<file path="src/hdl/stt_pkg.sv">
// Shared types, sizes and codes for the software timer slot table.
// No dependencies; every other file in hdl/ imports this package.
package stt_pkg;

  localparam int unsigned SLOTS       = 4;
  localparam int unsigned MAX_RESULTS = 4;

  localparam int unsigned SLOT_IDX_W = (SLOTS > 1) ? $clog2(SLOTS) : 1;
  localparam int unsigned CNT_W      = $clog2(MAX_RESULTS + 1);

  localparam int unsigned TIME_W   = 32;
  localparam int unsigned DELAY_W  = 31;
  localparam int unsigned ID_W     = 8;
  localparam int unsigned ACTION_W = 2;
  localparam int unsigned KIND_W   = 2;
  localparam int unsigned SLOT_W   = 2;

  typedef logic [SLOT_IDX_W-1:0] slot_idx_t;

  typedef enum logic [ACTION_W-1:0] {
    ACT_TICK   = 2'd0,
    ACT_ONCE   = 2'd1,
    ACT_REPEAT = 2'd2
  } action_e;

  typedef enum logic [KIND_W-1:0] {
    KIND_FIRED  = 2'd0,
    KIND_PLACED = 2'd1,
    KIND_FULL   = 2'd2,
    KIND_NONE   = 2'd3
  } kind_e;

  // One table entry as held in the slot memory
  typedef struct packed {
    logic [TIME_W-1:0]  deadline;
    logic [DELAY_W-1:0] period;
    logic               repeats;
    logic [ID_W-1:0]    cb_id;
  } slot_entry_t;

  typedef struct packed {
    logic              we;
    slot_idx_t         addr;
    slot_entry_t       data;
  } ram_wr_t;

  typedef struct packed {
    logic [KIND_W-1:0] kind;
    logic [SLOT_W-1:0] slot;
    logic [ID_W-1:0]   fired_id;
    logic              last;
  } res_item_t;

  typedef struct packed {
    logic      valid;
    res_item_t item;
  } push_t;

  // Result slot field carries the low bits of the slot index
  function automatic logic [SLOT_W-1:0] slot_field(slot_idx_t idx);
    logic [31:0] wide;
    wide = 32'(idx);
    return wide[SLOT_W-1:0];
  endfunction

endpackage

</file>
<file path="src/hdl/stt_if.sv">
// Request and result channel interfaces (valid/ready) of the timer slot table.
// Depends on stt_pkg for field widths.
interface stt_req_if import stt_pkg::*; ();
  logic                valid;
  logic                ready;
  logic [ACTION_W-1:0] action;
  logic [TIME_W-1:0]   time_now;
  logic [DELAY_W-1:0]  delay_ms;
  logic [ID_W-1:0]     callback_id;

  modport source (output valid, action, time_now, delay_ms, callback_id, input ready);
  modport sink   (input valid, action, time_now, delay_ms, callback_id, output ready);
endinterface

interface stt_res_if import stt_pkg::*; ();
  logic              valid;
  logic              ready;
  logic [KIND_W-1:0] kind;
  logic [SLOT_W-1:0] slot;
  logic [ID_W-1:0]   fired_id;
  logic              last;

  modport source (output valid, kind, slot, fired_id, last, input ready);
  modport sink   (input valid, kind, slot, fired_id, last, output ready);
endinterface

</file>
<file path="src/hdl/software_timer_slot_table_unit.sv">
// Timer slot table. A schedule request yields one result.
// A tick request reads the slot memory once per slot in turn, then releases the
// final result in the flush state; output stalls can hold the scan and the flush.
// One request at a time. Results pass through the output register after they are
// formed. Reset (async, active low) frees every slot; no sweep.
module software_timer_slot_table_unit import stt_pkg::*; (
  input  logic       clk_i,
  input  logic       rst_ni,
  stt_req_if.sink    req_i,
  stt_res_if.source  res_o
);

  push_t       push;
  logic        push_ready;
  ram_wr_t     ram_wr;
  slot_idx_t   ram_raddr;
  slot_entry_t ram_rdata;

  stt_sequencer u_seq (
    .clk_i        (clk_i),
    .rst_ni       (rst_ni),
    .req_i        (req_i),
    .push_o       (push),
    .push_ready_i (push_ready),
    .ram_wr_o     (ram_wr),
    .ram_raddr_o  (ram_raddr),
    .ram_rdata_i  (ram_rdata)
  );

  stt_slot_ram u_ram (
    .clk_i   (clk_i),
    .wr_i    (ram_wr),
    .raddr_i (ram_raddr),
    .rdata_o (ram_rdata)
  );

  stt_out_reg u_out (
    .clk_i        (clk_i),
    .rst_ni       (rst_ni),
    .push_i       (push),
    .push_ready_o (push_ready),
    .res_o        (res_o)
  );

endmodule

</file>
<file path="src/hdl/stt_slot_ram.sv">
// Slot memory: one write port, one read port with registered read data.
// Depends on stt_pkg; contents are undefined until written.
module stt_slot_ram import stt_pkg::*; (
  input  logic        clk_i,
  input  ram_wr_t     wr_i,
  input  slot_idx_t   raddr_i,
  output slot_entry_t rdata_o
);

  slot_entry_t mem_q [SLOTS];
  slot_entry_t rdata_q;

  always_ff @(posedge clk_i) begin
    if (wr_i.we) begin
      mem_q[wr_i.addr] <= wr_i.data;
    end
  end

  always_ff @(posedge clk_i) begin
    rdata_q <= mem_q[raddr_i];
  end

  assign rdata_o = rdata_q;

endmodule

</file>
<file path="src/hdl/stt_out_reg.sv">
// Output register for results: decouples the sequencer from the result sink.
// Depends on stt_pkg and stt_if.
module stt_out_reg import stt_pkg::*; (
  input  logic             clk_i,
  input  logic             rst_ni,
  input  push_t            push_i,
  output logic             push_ready_o,
  stt_res_if.source        res_o
);

  logic      valid_q, valid_d;
  res_item_t item_q;

  assign push_ready_o = !valid_q || res_o.ready;

  always_comb begin
    valid_d = valid_q;
    if (res_o.ready) begin
      valid_d = 1'b0;
    end
    if (push_i.valid) begin
      valid_d = 1'b1;
    end
  end

  always_ff @(posedge clk_i or negedge rst_ni) begin
    if (!rst_ni) begin
      valid_q <= 1'b0;
    end else begin
      valid_q <= valid_d;
    end
  end

  always_ff @(posedge clk_i) begin
    if (push_i.valid && push_ready_o) begin
      item_q <= push_i.item;
    end
  end

  assign res_o.valid    = valid_q;
  assign res_o.kind     = item_q.kind;
  assign res_o.slot     = item_q.slot;
  assign res_o.fired_id = item_q.fired_id;
  assign res_o.last     = item_q.last;

endmodule

</file>
<file path="src/hdl/stt_sequencer.sv">
// Request sequencer: slot allocation, tick scan over the slot memory and result
// ordering with the last mark. Depends on stt_pkg and stt_if.
module stt_sequencer import stt_pkg::*; (
  input  logic        clk_i,
  input  logic        rst_ni,
  stt_req_if.sink     req_i,
  output push_t       push_o,
  input  logic        push_ready_i,
  output ram_wr_t     ram_wr_o,
  output slot_idx_t   ram_raddr_o,
  input  slot_entry_t ram_rdata_i
);

  localparam logic [1:0] S_IDLE  = 2'd0;
  localparam logic [1:0] S_SCAN  = 2'd1;
  localparam logic [1:0] S_FLUSH = 2'd2;

  localparam slot_idx_t LAST_IDX  = SLOT_IDX_W'(SLOTS - 1);
  localparam logic [CNT_W-1:0] CNT_LAST = CNT_W'(MAX_RESULTS - 1);

  logic [1:0]        state_q, state_d;
  slot_idx_t         ev_idx_q, ev_idx_d;
  logic [TIME_W-1:0] now_q, now_d;
  logic [CNT_W-1:0]  cnt_q, cnt_d;
  logic              held_valid_q, held_valid_d;
  slot_idx_t         held_idx_q, held_idx_d;
  logic [ID_W-1:0]   held_id_q, held_id_d;
  logic [SLOTS-1:0]  valid_q, valid_d;

  logic      free_found;
  slot_idx_t free_idx;
  logic      due, emit_held, stall;
  slot_idx_t ev_next;

  // Lowest free slot
  always_comb begin
    free_found = 1'b0;
    free_idx   = '0;
    for (int i = SLOTS - 1; i >= 0; i--) begin
      if (!valid_q[i]) begin
        free_found = 1'b1;
        free_idx   = SLOT_IDX_W'(i);
      end
    end
  end

  assign due       = (state_q == S_SCAN) && valid_q[ev_idx_q]
                     && (ram_rdata_i.deadline < now_q);
  assign emit_held = due && held_valid_q;
  assign stall     = emit_held && !push_ready_i;
  assign ev_next   = (ev_idx_q == LAST_IDX) ? '0 : ev_idx_q + 1'b1;

  always_comb begin
    state_d      = state_q;
    ev_idx_d     = ev_idx_q;
    now_d        = now_q;
    cnt_d        = cnt_q;
    held_valid_d = held_valid_q;
    held_idx_d   = held_idx_q;
    held_id_d    = held_id_q;
    valid_d      = valid_q;

    ram_wr_o.we   = 1'b0;
    ram_wr_o.addr = ev_idx_q;
    ram_wr_o.data = ram_rdata_i;
    ram_raddr_o   = '0;

    push_o.valid = 1'b0;
    push_o.item  = '0;
    req_i.ready  = 1'b0;

    case (state_q)
      S_IDLE: begin
        req_i.ready = push_ready_i;
        if (req_i.valid && push_ready_i) begin
          case (req_i.action)
            ACT_TICK: begin
              now_d        = req_i.time_now;
              ev_idx_d     = '0;
              cnt_d        = '0;
              held_valid_d = 1'b0;
              state_d      = S_SCAN;
            end
            ACT_ONCE, ACT_REPEAT: begin
              push_o.valid         = 1'b1;
              push_o.item.fired_id = req_i.callback_id;
              push_o.item.last     = 1'b1;
              if (free_found) begin
                ram_wr_o.we                 = 1'b1;
                ram_wr_o.addr               = free_idx;
                ram_wr_o.data.deadline      = req_i.time_now + TIME_W'(req_i.delay_ms);
                ram_wr_o.data.period        = req_i.delay_ms;
                ram_wr_o.data.repeats       = (req_i.action == ACT_REPEAT);
                ram_wr_o.data.cb_id         = req_i.callback_id;
                valid_d[free_idx]           = 1'b1;
                push_o.item.kind            = KIND_PLACED;
                push_o.item.slot            = slot_field(free_idx);
              end else begin
                push_o.item.kind = KIND_FULL;
              end
            end
            default: ;
          endcase
        end
      end

      S_SCAN: begin
        ram_raddr_o = stall ? ev_idx_q : ev_next;
        if (emit_held && push_ready_i) begin
          push_o.valid         = 1'b1;
          push_o.item.kind     = KIND_FIRED;
          push_o.item.slot     = slot_field(held_idx_q);
          push_o.item.fired_id = held_id_q;
        end
        if (!stall) begin
          if (due) begin
            held_valid_d = 1'b1;
            held_idx_d   = ev_idx_q;
            held_id_d    = ram_rdata_i.cb_id;
            cnt_d        = cnt_q + 1'b1;
            if (ram_rdata_i.repeats) begin
              // re-arm in place
              ram_wr_o.we            = 1'b1;
              ram_wr_o.data.deadline = now_q + TIME_W'(ram_rdata_i.period);
            end else begin
              valid_d[ev_idx_q] = 1'b0;
            end
          end
          if ((ev_idx_q == LAST_IDX) || (due && (cnt_q == CNT_LAST))) begin
            state_d = S_FLUSH;
          end else begin
            ev_idx_d = ev_next;
          end
        end
      end

      S_FLUSH: begin
        push_o.valid     = 1'b1;
        push_o.item.last = 1'b1;
        if (held_valid_q) begin
          push_o.item.kind     = KIND_FIRED;
          push_o.item.slot     = slot_field(held_idx_q);
          push_o.item.fired_id = held_id_q;
        end else begin
          push_o.item.kind = KIND_NONE;
        end
        if (push_ready_i) begin
          held_valid_d = 1'b0;
          state_d      = S_IDLE;
        end else begin
          push_o.valid = 1'b0;
        end
      end

      default: begin
        state_d = S_IDLE;
      end
    endcase
  end

  always_ff @(posedge clk_i or negedge rst_ni) begin
    if (!rst_ni) begin
      state_q      <= S_IDLE;
      cnt_q        <= '0;
      held_valid_q <= 1'b0;
      valid_q      <= '0;
      ev_idx_q     <= '0;
    end else begin
      state_q      <= state_d;
      cnt_q        <= cnt_d;
      held_valid_q <= held_valid_d;
      valid_q      <= valid_d;
      ev_idx_q     <= ev_idx_d;
    end
  end

  always_ff @(posedge clk_i) begin
    now_q      <= now_d;
    held_idx_q <= held_idx_d;
    held_id_q  <= held_id_d;
  end

  // A result is only offered when the output register can take it
  a_push_taken: assert property (@(posedge clk_i) disable iff (!rst_ni)
    push_o.valid |-> push_ready_i)
    else $error("result offered while output register is full");

  // Write-back during a scan never hits the entry being read in the same cycle
  a_no_rw_clash: assert property (@(posedge clk_i) disable iff (!rst_ni)
    (ram_wr_o.we && state_q == S_SCAN) |-> (ram_wr_o.addr != ram_raddr_o))
    else $error("scan write-back collides with the read address");

  // Fired count stays within the per-tick limit
  a_cnt_bound: assert property (@(posedge clk_i) disable iff (!rst_ni)
    cnt_q <= CNT_W'(MAX_RESULTS))
    else $error("fired count beyond limit");

  // A placed request leaves its slot occupied
  a_placed_valid: assert property (@(posedge clk_i) disable iff (!rst_ni)
    (state_q == S_IDLE && push_o.valid && push_o.item.kind == KIND_PLACED)
    |=> valid_q[$past(free_idx)])
    else $error("placed slot not marked occupied");

  // A fired one-shot slot is freed
  a_oneshot_freed: assert property (@(posedge clk_i) disable iff (!rst_ni)
    (due && !stall && !ram_rdata_i.repeats) |=> !valid_q[$past(ev_idx_q)])
    else $error("one-shot slot still occupied after firing");

endmodule

</file>
<file path="src/flat_wrapper.sv">
// flat-port wrapper written by rule: the top's interface ports become plain ports
module software_timer_slot_table_unit_flat import stt_pkg::*;
  (clk_i, rst_ni, req_i_valid, req_i_action, req_i_time_now, req_i_delay_ms, req_i_callback_id, req_i_ready, res_o_valid, res_o_kind, res_o_slot, res_o_fired_id, res_o_last, res_o_ready);
  stt_req_if req_i_i ();
  stt_res_if res_o_i ();
  input  logic clk_i;
  input  logic rst_ni;
  input wire logic [$bits(req_i_i.valid)-1:0] req_i_valid;
  input wire logic [$bits(req_i_i.action)-1:0] req_i_action;
  input wire logic [$bits(req_i_i.time_now)-1:0] req_i_time_now;
  input wire logic [$bits(req_i_i.delay_ms)-1:0] req_i_delay_ms;
  input wire logic [$bits(req_i_i.callback_id)-1:0] req_i_callback_id;
  output wire logic [$bits(req_i_i.ready)-1:0] req_i_ready;
  output wire logic [$bits(res_o_i.valid)-1:0] res_o_valid;
  output wire logic [$bits(res_o_i.kind)-1:0] res_o_kind;
  output wire logic [$bits(res_o_i.slot)-1:0] res_o_slot;
  output wire logic [$bits(res_o_i.fired_id)-1:0] res_o_fired_id;
  output wire logic [$bits(res_o_i.last)-1:0] res_o_last;
  input wire logic [$bits(res_o_i.ready)-1:0] res_o_ready;
  assign req_i_i.valid = req_i_valid;
  assign req_i_i.action = req_i_action;
  assign req_i_i.time_now = req_i_time_now;
  assign req_i_i.delay_ms = req_i_delay_ms;
  assign req_i_i.callback_id = req_i_callback_id;
  assign req_i_ready = req_i_i.ready;
  assign res_o_valid = res_o_i.valid;
  assign res_o_kind = res_o_i.kind;
  assign res_o_slot = res_o_i.slot;
  assign res_o_fired_id = res_o_i.fired_id;
  assign res_o_last = res_o_i.last;
  assign res_o_i.ready = res_o_ready;
  software_timer_slot_table_unit u_core (.clk_i(clk_i), .rst_ni(rst_ni), .req_i(req_i_i), .res_o(res_o_i));
endmodule
</file>
<file path="config.mk">
export PLATFORM = sky130hd
export DESIGN_NAME = software_timer_slot_table_unit_flat
export DESIGN_NICKNAME = d
export VERILOG_FILES = /design/src/hdl/stt_pkg.sv /design/src/hdl/stt_if.sv /design/src/hdl/software_timer_slot_table_unit.sv /design/src/hdl/stt_slot_ram.sv /design/src/hdl/stt_out_reg.sv /design/src/hdl/stt_sequencer.sv /design/src/flat_wrapper.sv
export SDC_FILE = /design/constraint.sdc
export NUM_CORES = 1
export LEC_CHECK = 0
export ABC_AREA = 1
export BUFFER_PORTS_ARGS = -buffer_cell sky130_fd_sc_hd__buf_4
export CAP_MARGIN = 20
export CORE_MARGIN = 2
export CORE_UTILIZATION = 35
export DETAILED_ROUTE_END_ITERATION = 8
export SLEW_MARGIN = 20
export SYNTH_ARGS = -nofsm -noshare
export SYNTH_HDL_FRONTEND = slang
export SYNTH_SLANG_ARGS = --single-unit
</file>
<file path="constraint.sdc">
create_clock -name clk_i -period 19.6 [get_ports clk_i]
set_input_delay 0.98 -clock clk_i [delete_from_list [all_inputs] [get_ports clk_i]]
set_output_delay 0.98 -clock clk_i [all_outputs]
set_load 0.03 [all_outputs]
</file>
==> impl_metrics.tcl, run 1 <==
set metrics [dict create \
    status "complete, no violations" \
    max_freq_mhz 173.0 \
    power.density_mw_per_mm2 144.7 \
    grt_max_degree 83 \
    yosysWarningCount 0 \
    required_ps 19820 \
    dr.pass1.iters 5 \
    yosysMostFrequentCell "nand2_1" \
    r2r_start "u_core.u_seq.state_q[1]" \
    path_class "reg2reg" \
    synth_area_mm2 0.02266 \
    cts.sinks 428 \
    synth.net_count 2802 \
    dr.first_iter.drc_count 1144 \
    post-route-worst-setup-slack_ps 13820 \
    ys_seq_elements 428 \
    rrSetupSlack_ps 13820 \
    synth-edff-count 343 \
    cts_made_buffers 46 \
    overflow 0 \
    wire_per_inst_um 17.18 \
    whs_ps 210.0 \
    cap_violations 0 \
    grt_pass1_vias 16440 \
    gp_congestion 0.9509 \
    tns_ps 0 \
    syn_area_per_cell_um2 8.641 \
    drc 0 \
    ant_nets 0 \
    finalWirelength_mm 61.62 \
    cts_setup_buffers 0 \
    crit_chain "nor2_2, inv_1, nor2_1, inv_1, nor2_1, nand2_1, o21ai_0, inv_1, nor3_2, buf_4, buf_4" \
    min-delay-path-class "in2async" \
    synth_top_cell_by_area "edfxtp_1" \
    setup_viol 0 \
    relSlewSlack_pct 33.26 \
    avgViaCountPerCell 4.888 \
    ir_drop_mv 0.08015 \
    synth_ff_type "edfxtp_1" \
    slowest_delay_ps 740 \
    endpoint_kind "flop" \
    ys_types 46 \
    core_area_mm2 0.06423 \
    root_buffer "clkbuf_16" \
    fin_crit_ps 5781 \
    crit_fanout 35 \
    yosysSeqAreaShare_pct 53.26 \
    post-route-period-util_pct 29.49 \
    hold_buffers 0 \
    startpoint "u_core.u_seq.state_q[1]" \
    regArea_mm2 0.01207 \
    die_h_um 258.4 \
    initial_core_util_pct 35.28 \
    rsz0062_at_grt "false" \
    clkTransAtPathRegs_ps 60 \
    tightest_slew_ps 1001 \
    cts_tree "built" \
    fillers 6503 \
    netlist_instances 2622 \
    ys_async_sr_fraction_pct 3.037 \
    synth_common_cells "nand2_1 (672), inv_1 (459), nand3_1 (373)" \
    multi_input_area_mm2 0.008424 \
    finalNetCount 2873 \
    htreeDepth 2 \
    antenna_found_initial 0 \
    skew_ps 30.55 \
    drive_gt1_share_pct 7.506 \
    num_vias 17530 \
    grtUsageTotal_pct 18.27 \
    p_leak_nw 11.56 \
    clock_latency_ps 610 \
    drv_slew 0 \
    ctsResizeCount 0 \
    post_dp_cell_area_mm2 0.02415 \
    critPathLaunchType "flop" \
    crit_path_frequent_cell "inv_1" \
    die_area_mm2 0.06679 \
    slowest_stage "nor2_1" \
    clockBufferDepth 3 \
    hold_viol 0 \
    final_area_mm2 0.02564 \
    ios 92 \
    cp_data_arrival_time_ps 6000 \
    grt_pass1_wl_mm 94.48 \
    synth.area.top_cells "edfxtp_1 (45%), nand2_1 (11%), nand3_1 (8.2%), inv_1 (7.6%), dfxtp_1 (6.4%)" \
    diodes 0 \
    area_growth_pct 13.15 \
    portBuffers 91 \
    yosys.area.top_type_share_pct 45.46 \
    dp.final_hpwl_mm 42.68 \
    dp_slack_ps 13090 \
    rows 93 \
    die_width_um 258.4 \
]
-- flip-flops by register name, indices dropped and copies added (netlist names) --
signal                       count
u_core.u_seq.cnt_q               3
u_core.u_out.res_o.valid         1
u_core.u_out.res_o.kind          2
u_core.u_seq.now_q              32
u_core.u_ram.rdata_o            72
u_core.u_out.res_o.last          1
u_core.u_seq.ev_idx_q            2
u_core.u_seq.held_id_q           8
u_core.u_seq.valid_q             4
u_core.u_ram.mem_q             288
u_core.u_seq.held_idx_q          2
u_core.u_seq.state_q             2
u_core.u_seq.held_valid_q        1
u_core.u_out.res_o.slot          2
u_core.u_out.res_o.fired_id      8
-- routing by layer --
layer	global-route usage (%)	part of all wire [%]	vias to the layer above
met4	5.459	2.6	0
met2	30.32	47	452
met1	24.71	45	8208
met3	2.719	5.3	98
met5	0	0	-
li1	-	-	8770
-- critical path, delay by kind of cell (launching register included) --
kind / cells / cell delay (ps)
buf+inv: 5 / 1970
flops: 1 / 650
compound gates: 1 / 240
simple gates: 5 / 2470
-- report_power, final --
group	leakage, nW	switching (W)	total (W)	internal [W]
logic	6.96	0.000954	0.00140	0.000442
registers	3.89	0.000137	0.00147	0.00133
clock network	0.714	0.000372	0.000846	0.000475
-- final timing paths --
kind	to	cells past startpoint
max reg2reg	u_core.u_ram.mem_q[3][49]	11
min reg2reg	u_core.u_seq.held_id_q[7]	0
max in group asynchronous	u_core.u_seq.state_q[1]	1
min	u_core.u_out.res_o.valid	1
min in group clk_i	u_core.u_seq.held_id_q[7]	0
max	u_core.u_ram.mem_q[3][49]	11
-- cell families (layout without fill, tap and decap cells) --
| family | count (synthesis) | count (layout) | share of synthesized area, % |
|---|---|---|---|
| buffers and inverters | 555 | 664 | 9.785 |
| adders and majority gates | 103 | 103 | 5.754 |
| xor gates and xnor gates | 32 | 32 | 1.237 |
| DFF | 428 | 428 | 53.26 |
| and+or+nand+nor | 1198 | 1198 | 22.61 |
| AOI/OAI and AO/OA | 306 | 306 | 7.356 |
-- stage by stage --
stage               util, %  total power, W  instances
floorplan                 -        0.002444       2622
global placement      37.60        0.002855       3499
detailed placement    37.60        0.002873       3499
CTS                   39.89        0.003726       3585
global route          39.92        0.003960       3586
finish                39.92        0.003710       3586
-- cell type report --
type	instances	area share [%]
Clock buffer	63	4.973
Clock inverter	23	0.7662
Inverter	464	6.793
Multi-Input combinational cell	1639	32.86
Sequential cell	428	47.07
Tap cell	855	4.173
Timing Repair Buffer	114	3.367
-- cells in the final DEF, fill, tap and decap left out, types with 15 or more instances in the layout --
cell,n
o21ai_0,110
nor3_1,15
clkbuf_16,46
nand4_1,19
buf_4,113
xnor2_1,20
ha_1,101
nor2_1,97
dfxtp_1,72
a21oi_1,139
nand2_1,672
inv_1,459
nand3_1,373
edfxtp_1,343
Note: power is estimated with default switching activity, not from simulation.
==> inputs of run 2 (changes only) <==
- clock period: 19.6 -> 5.7 ns (I/O delays scaled with it)
==> run 2 against run 1 <==
Combinational power rose to 3.5 times the previous value. Total power rose to 3.5 times the previous value. Sequential power rose to 3.4 times the previous value. First-iteration DRC count up 22%.
==> impl_metrics.tcl, run 2 (synthesis gave the netlist of run 1 again) <==
set metrics [dict create \
    status "complete, no violations" \
    max_freq_mhz 232.2 \
    path_class "reg2reg" \
    final_common_cell "nand2_1" \
    drive_gt1_share_pct 7.629 \
    post-route-worst-setup-slack_ps 1394 \
    clockBufferDepth 3 \
    p_leak_nw 11.80 \
    hold_viol 0 \
    clkTransAtPathRegs_ps 60 \
    avgViaCountPerCell 4.921 \
    finalWirelength_mm 63.11 \
    initial_core_util_pct 35.28 \
    post-route-period-util_pct 75.55 \
    cap_violations 0 \
    tightest_slew_ps 1003 \
    endpoint_kind "flop" \
    tns_ps 0 \
    cts_made_buffers 47 \
    fin_crit_ps 4306 \
    final_area_mm2 0.02621 \
    crit_fanout 35 \
    portBuffers 91 \
    wire_per_inst_um 17.36 \
    p_int_w 0.007850 \
    ctsResizeCount 0 \
    finalNetCount 2920 \
    skew_ps 41.51 \
    largest_register_ffs 288 \
    cts_tree "built" \
    grt_pass1_vias 17040 \
    grt_pass1_wl_mm 97.86 \
    dr.pass1.iters 5 \
    min-delay-path-class "in2reg" \
    required_ps 5970 \
    rsz0062_at_grt "false" \
    overflow 0 \
    ios 92 \
    drc 0 \
    ir_drop_mv 0.2864 \
    regArea_mm2 0.01207 \
    root_buffer "clkbuf_16" \
    rows 93 \
    htreeDepth 2 \
    critPathLaunchType "flop" \
    pwr-share-clk_pct 23.1 \
    seq_power_share_pct 38.8 \
    gp_congestion 0.9253 \
    dp.final_hpwl_mm 42.64 \
    layout_common_cells "nand2_1 (672), inv_1 (459), nand3_1 (373)" \
    clock_latency_ps 610 \
    die_area_mm2 0.06679 \
    p_switching_w 0.005063 \
    largest_register "u_core.u_ram.mem_q" \
    grt_max_degree 145 \
    cp_data_arrival_time_ps 4570 \
    post_dp_cell_area_mm2 0.02427 \
    die_width_um 258.4 \
    dr.first_iter.drc_count 1395 \
    fillers 6492 \
    ant_nets 0 \
    area_growth_pct 15.67 \
    dp_slack_ps 1415 \
    rrSetupSlack_ps 1390 \
    num_vias 17890 \
    switching_share_pct 39.21 \
    die_h_um 258.4 \
    dpl.cell_count 3505 \
    fin_cells 3635 \
    drv_slew 0 \
    antenna_found_initial 1 \
    relSlewSlack_pct 33.15 \
    setup_viol 0 \
    grtUsageTotal_pct 18.77 \
    power.density_mw_per_mm2 492.7 \
    core_area_mm2 0.06423 \
    multi_input_area_mm2 0.008422 \
    cts.sinks 428 \
    combinationalPowerShare_pct 38.2 \
]
[run 2: cell count changes in the layout (fill, tap and decap cells not counted), moves of 2 or more]
cell / before / now
buf_12: 0 / 6
clkbuf_8: 6 / 9
clkinv_1: 6 / 4
dlygate4sd3_1: 0 / 41
[run 2: area by class of cell]
| type | count | share of cell area (%) |
|---|---|---|
| antenna | 1 | 0.009548 |
| clock buffer | 67 | 5.118 |
| clock inverter | 21 | 0.6923 |
| inverter | 464 | 6.646 |
| multi-input combinational | 1639 | 32.14 |
| sequential | 428 | 46.04 |
| tap | 855 | 4.082 |
| timing repair buffer | 160 | 5.275 |
[run 2: layer usage]
layer	up-vias	global-route usage, %	share of wire, %
met3	105	2.563	5.3
met1	8432	24.85	44
met5	-	0	0
met2	475	31.90	48
li1	8876	-	-
met4	0	5.748	2.6
[run 2: path summary, 6_finish.rpt]
kind,end,start,cells after the start
min reg2reg,u_core.u_seq.held_id_q[5],u_core.u_ram.rdata_o[5],0
max,u_core.u_ram.mem_q[0][25],u_core.u_seq.now_q[30],12
max in group asynchronous,u_core.u_seq.state_q[1],rst_ni,2
min in group asynchronous,u_core.u_seq.valid_q[3],rst_ni,2
min,u_core.u_ram.mem_q[0][9],req_i_delay_ms[0],3
max reg2reg,u_core.u_ram.mem_q[0][25],u_core.u_seq.now_q[30],12
[run 2: power by group through the flow]
stage / clock (W) / sequential (W) / combinational (W)
global route: 0.00316 / 0.00507 / 0.00555
floorplan: 0 / 0.00501 / 0.00340
finish: 0.00298 / 0.00501 / 0.00493
global placement: 0 / 0.00505 / 0.00485
detailed placement: 0 / 0.00505 / 0.00489
CTS: 0.00304 / 0.00499 / 0.00493
[run 2: worst max-delay path, stage by stage, from the launching register on]
cell and delay [ps]:
edfxtp_1 360, inv_1 50, ha_1 330, nand4_1 100, nor2_1 240, nor4b_1 600
nand2_1 270, nand4_4 210, nand2_1 110, inv_2 400, nor2_1 220, nor3_2 710
buf_12 330
[run 2: what timing repair did]
action	in CTS	in global routing
setup buffers	0	0
endpoints found under the hold margin	53	0
hold buffers	41	0
[run 2: stage by stage]
| stage | total power [W] | utilization, % | hold slack (ps) |
|---|---|---|---|
| floorplan | 0.008404 | - | -10.59 |
| global placement | 0.009897 | 37.78 | 153.1 |
| detailed placement | 0.009936 | 37.78 | 153.5 |
| CTS | 0.01296 | 40.79 | 28.81 |
| global route | 0.01378 | 40.80 | 48.31 |
| finish | 0.01291 | 40.80 | 57.87 |
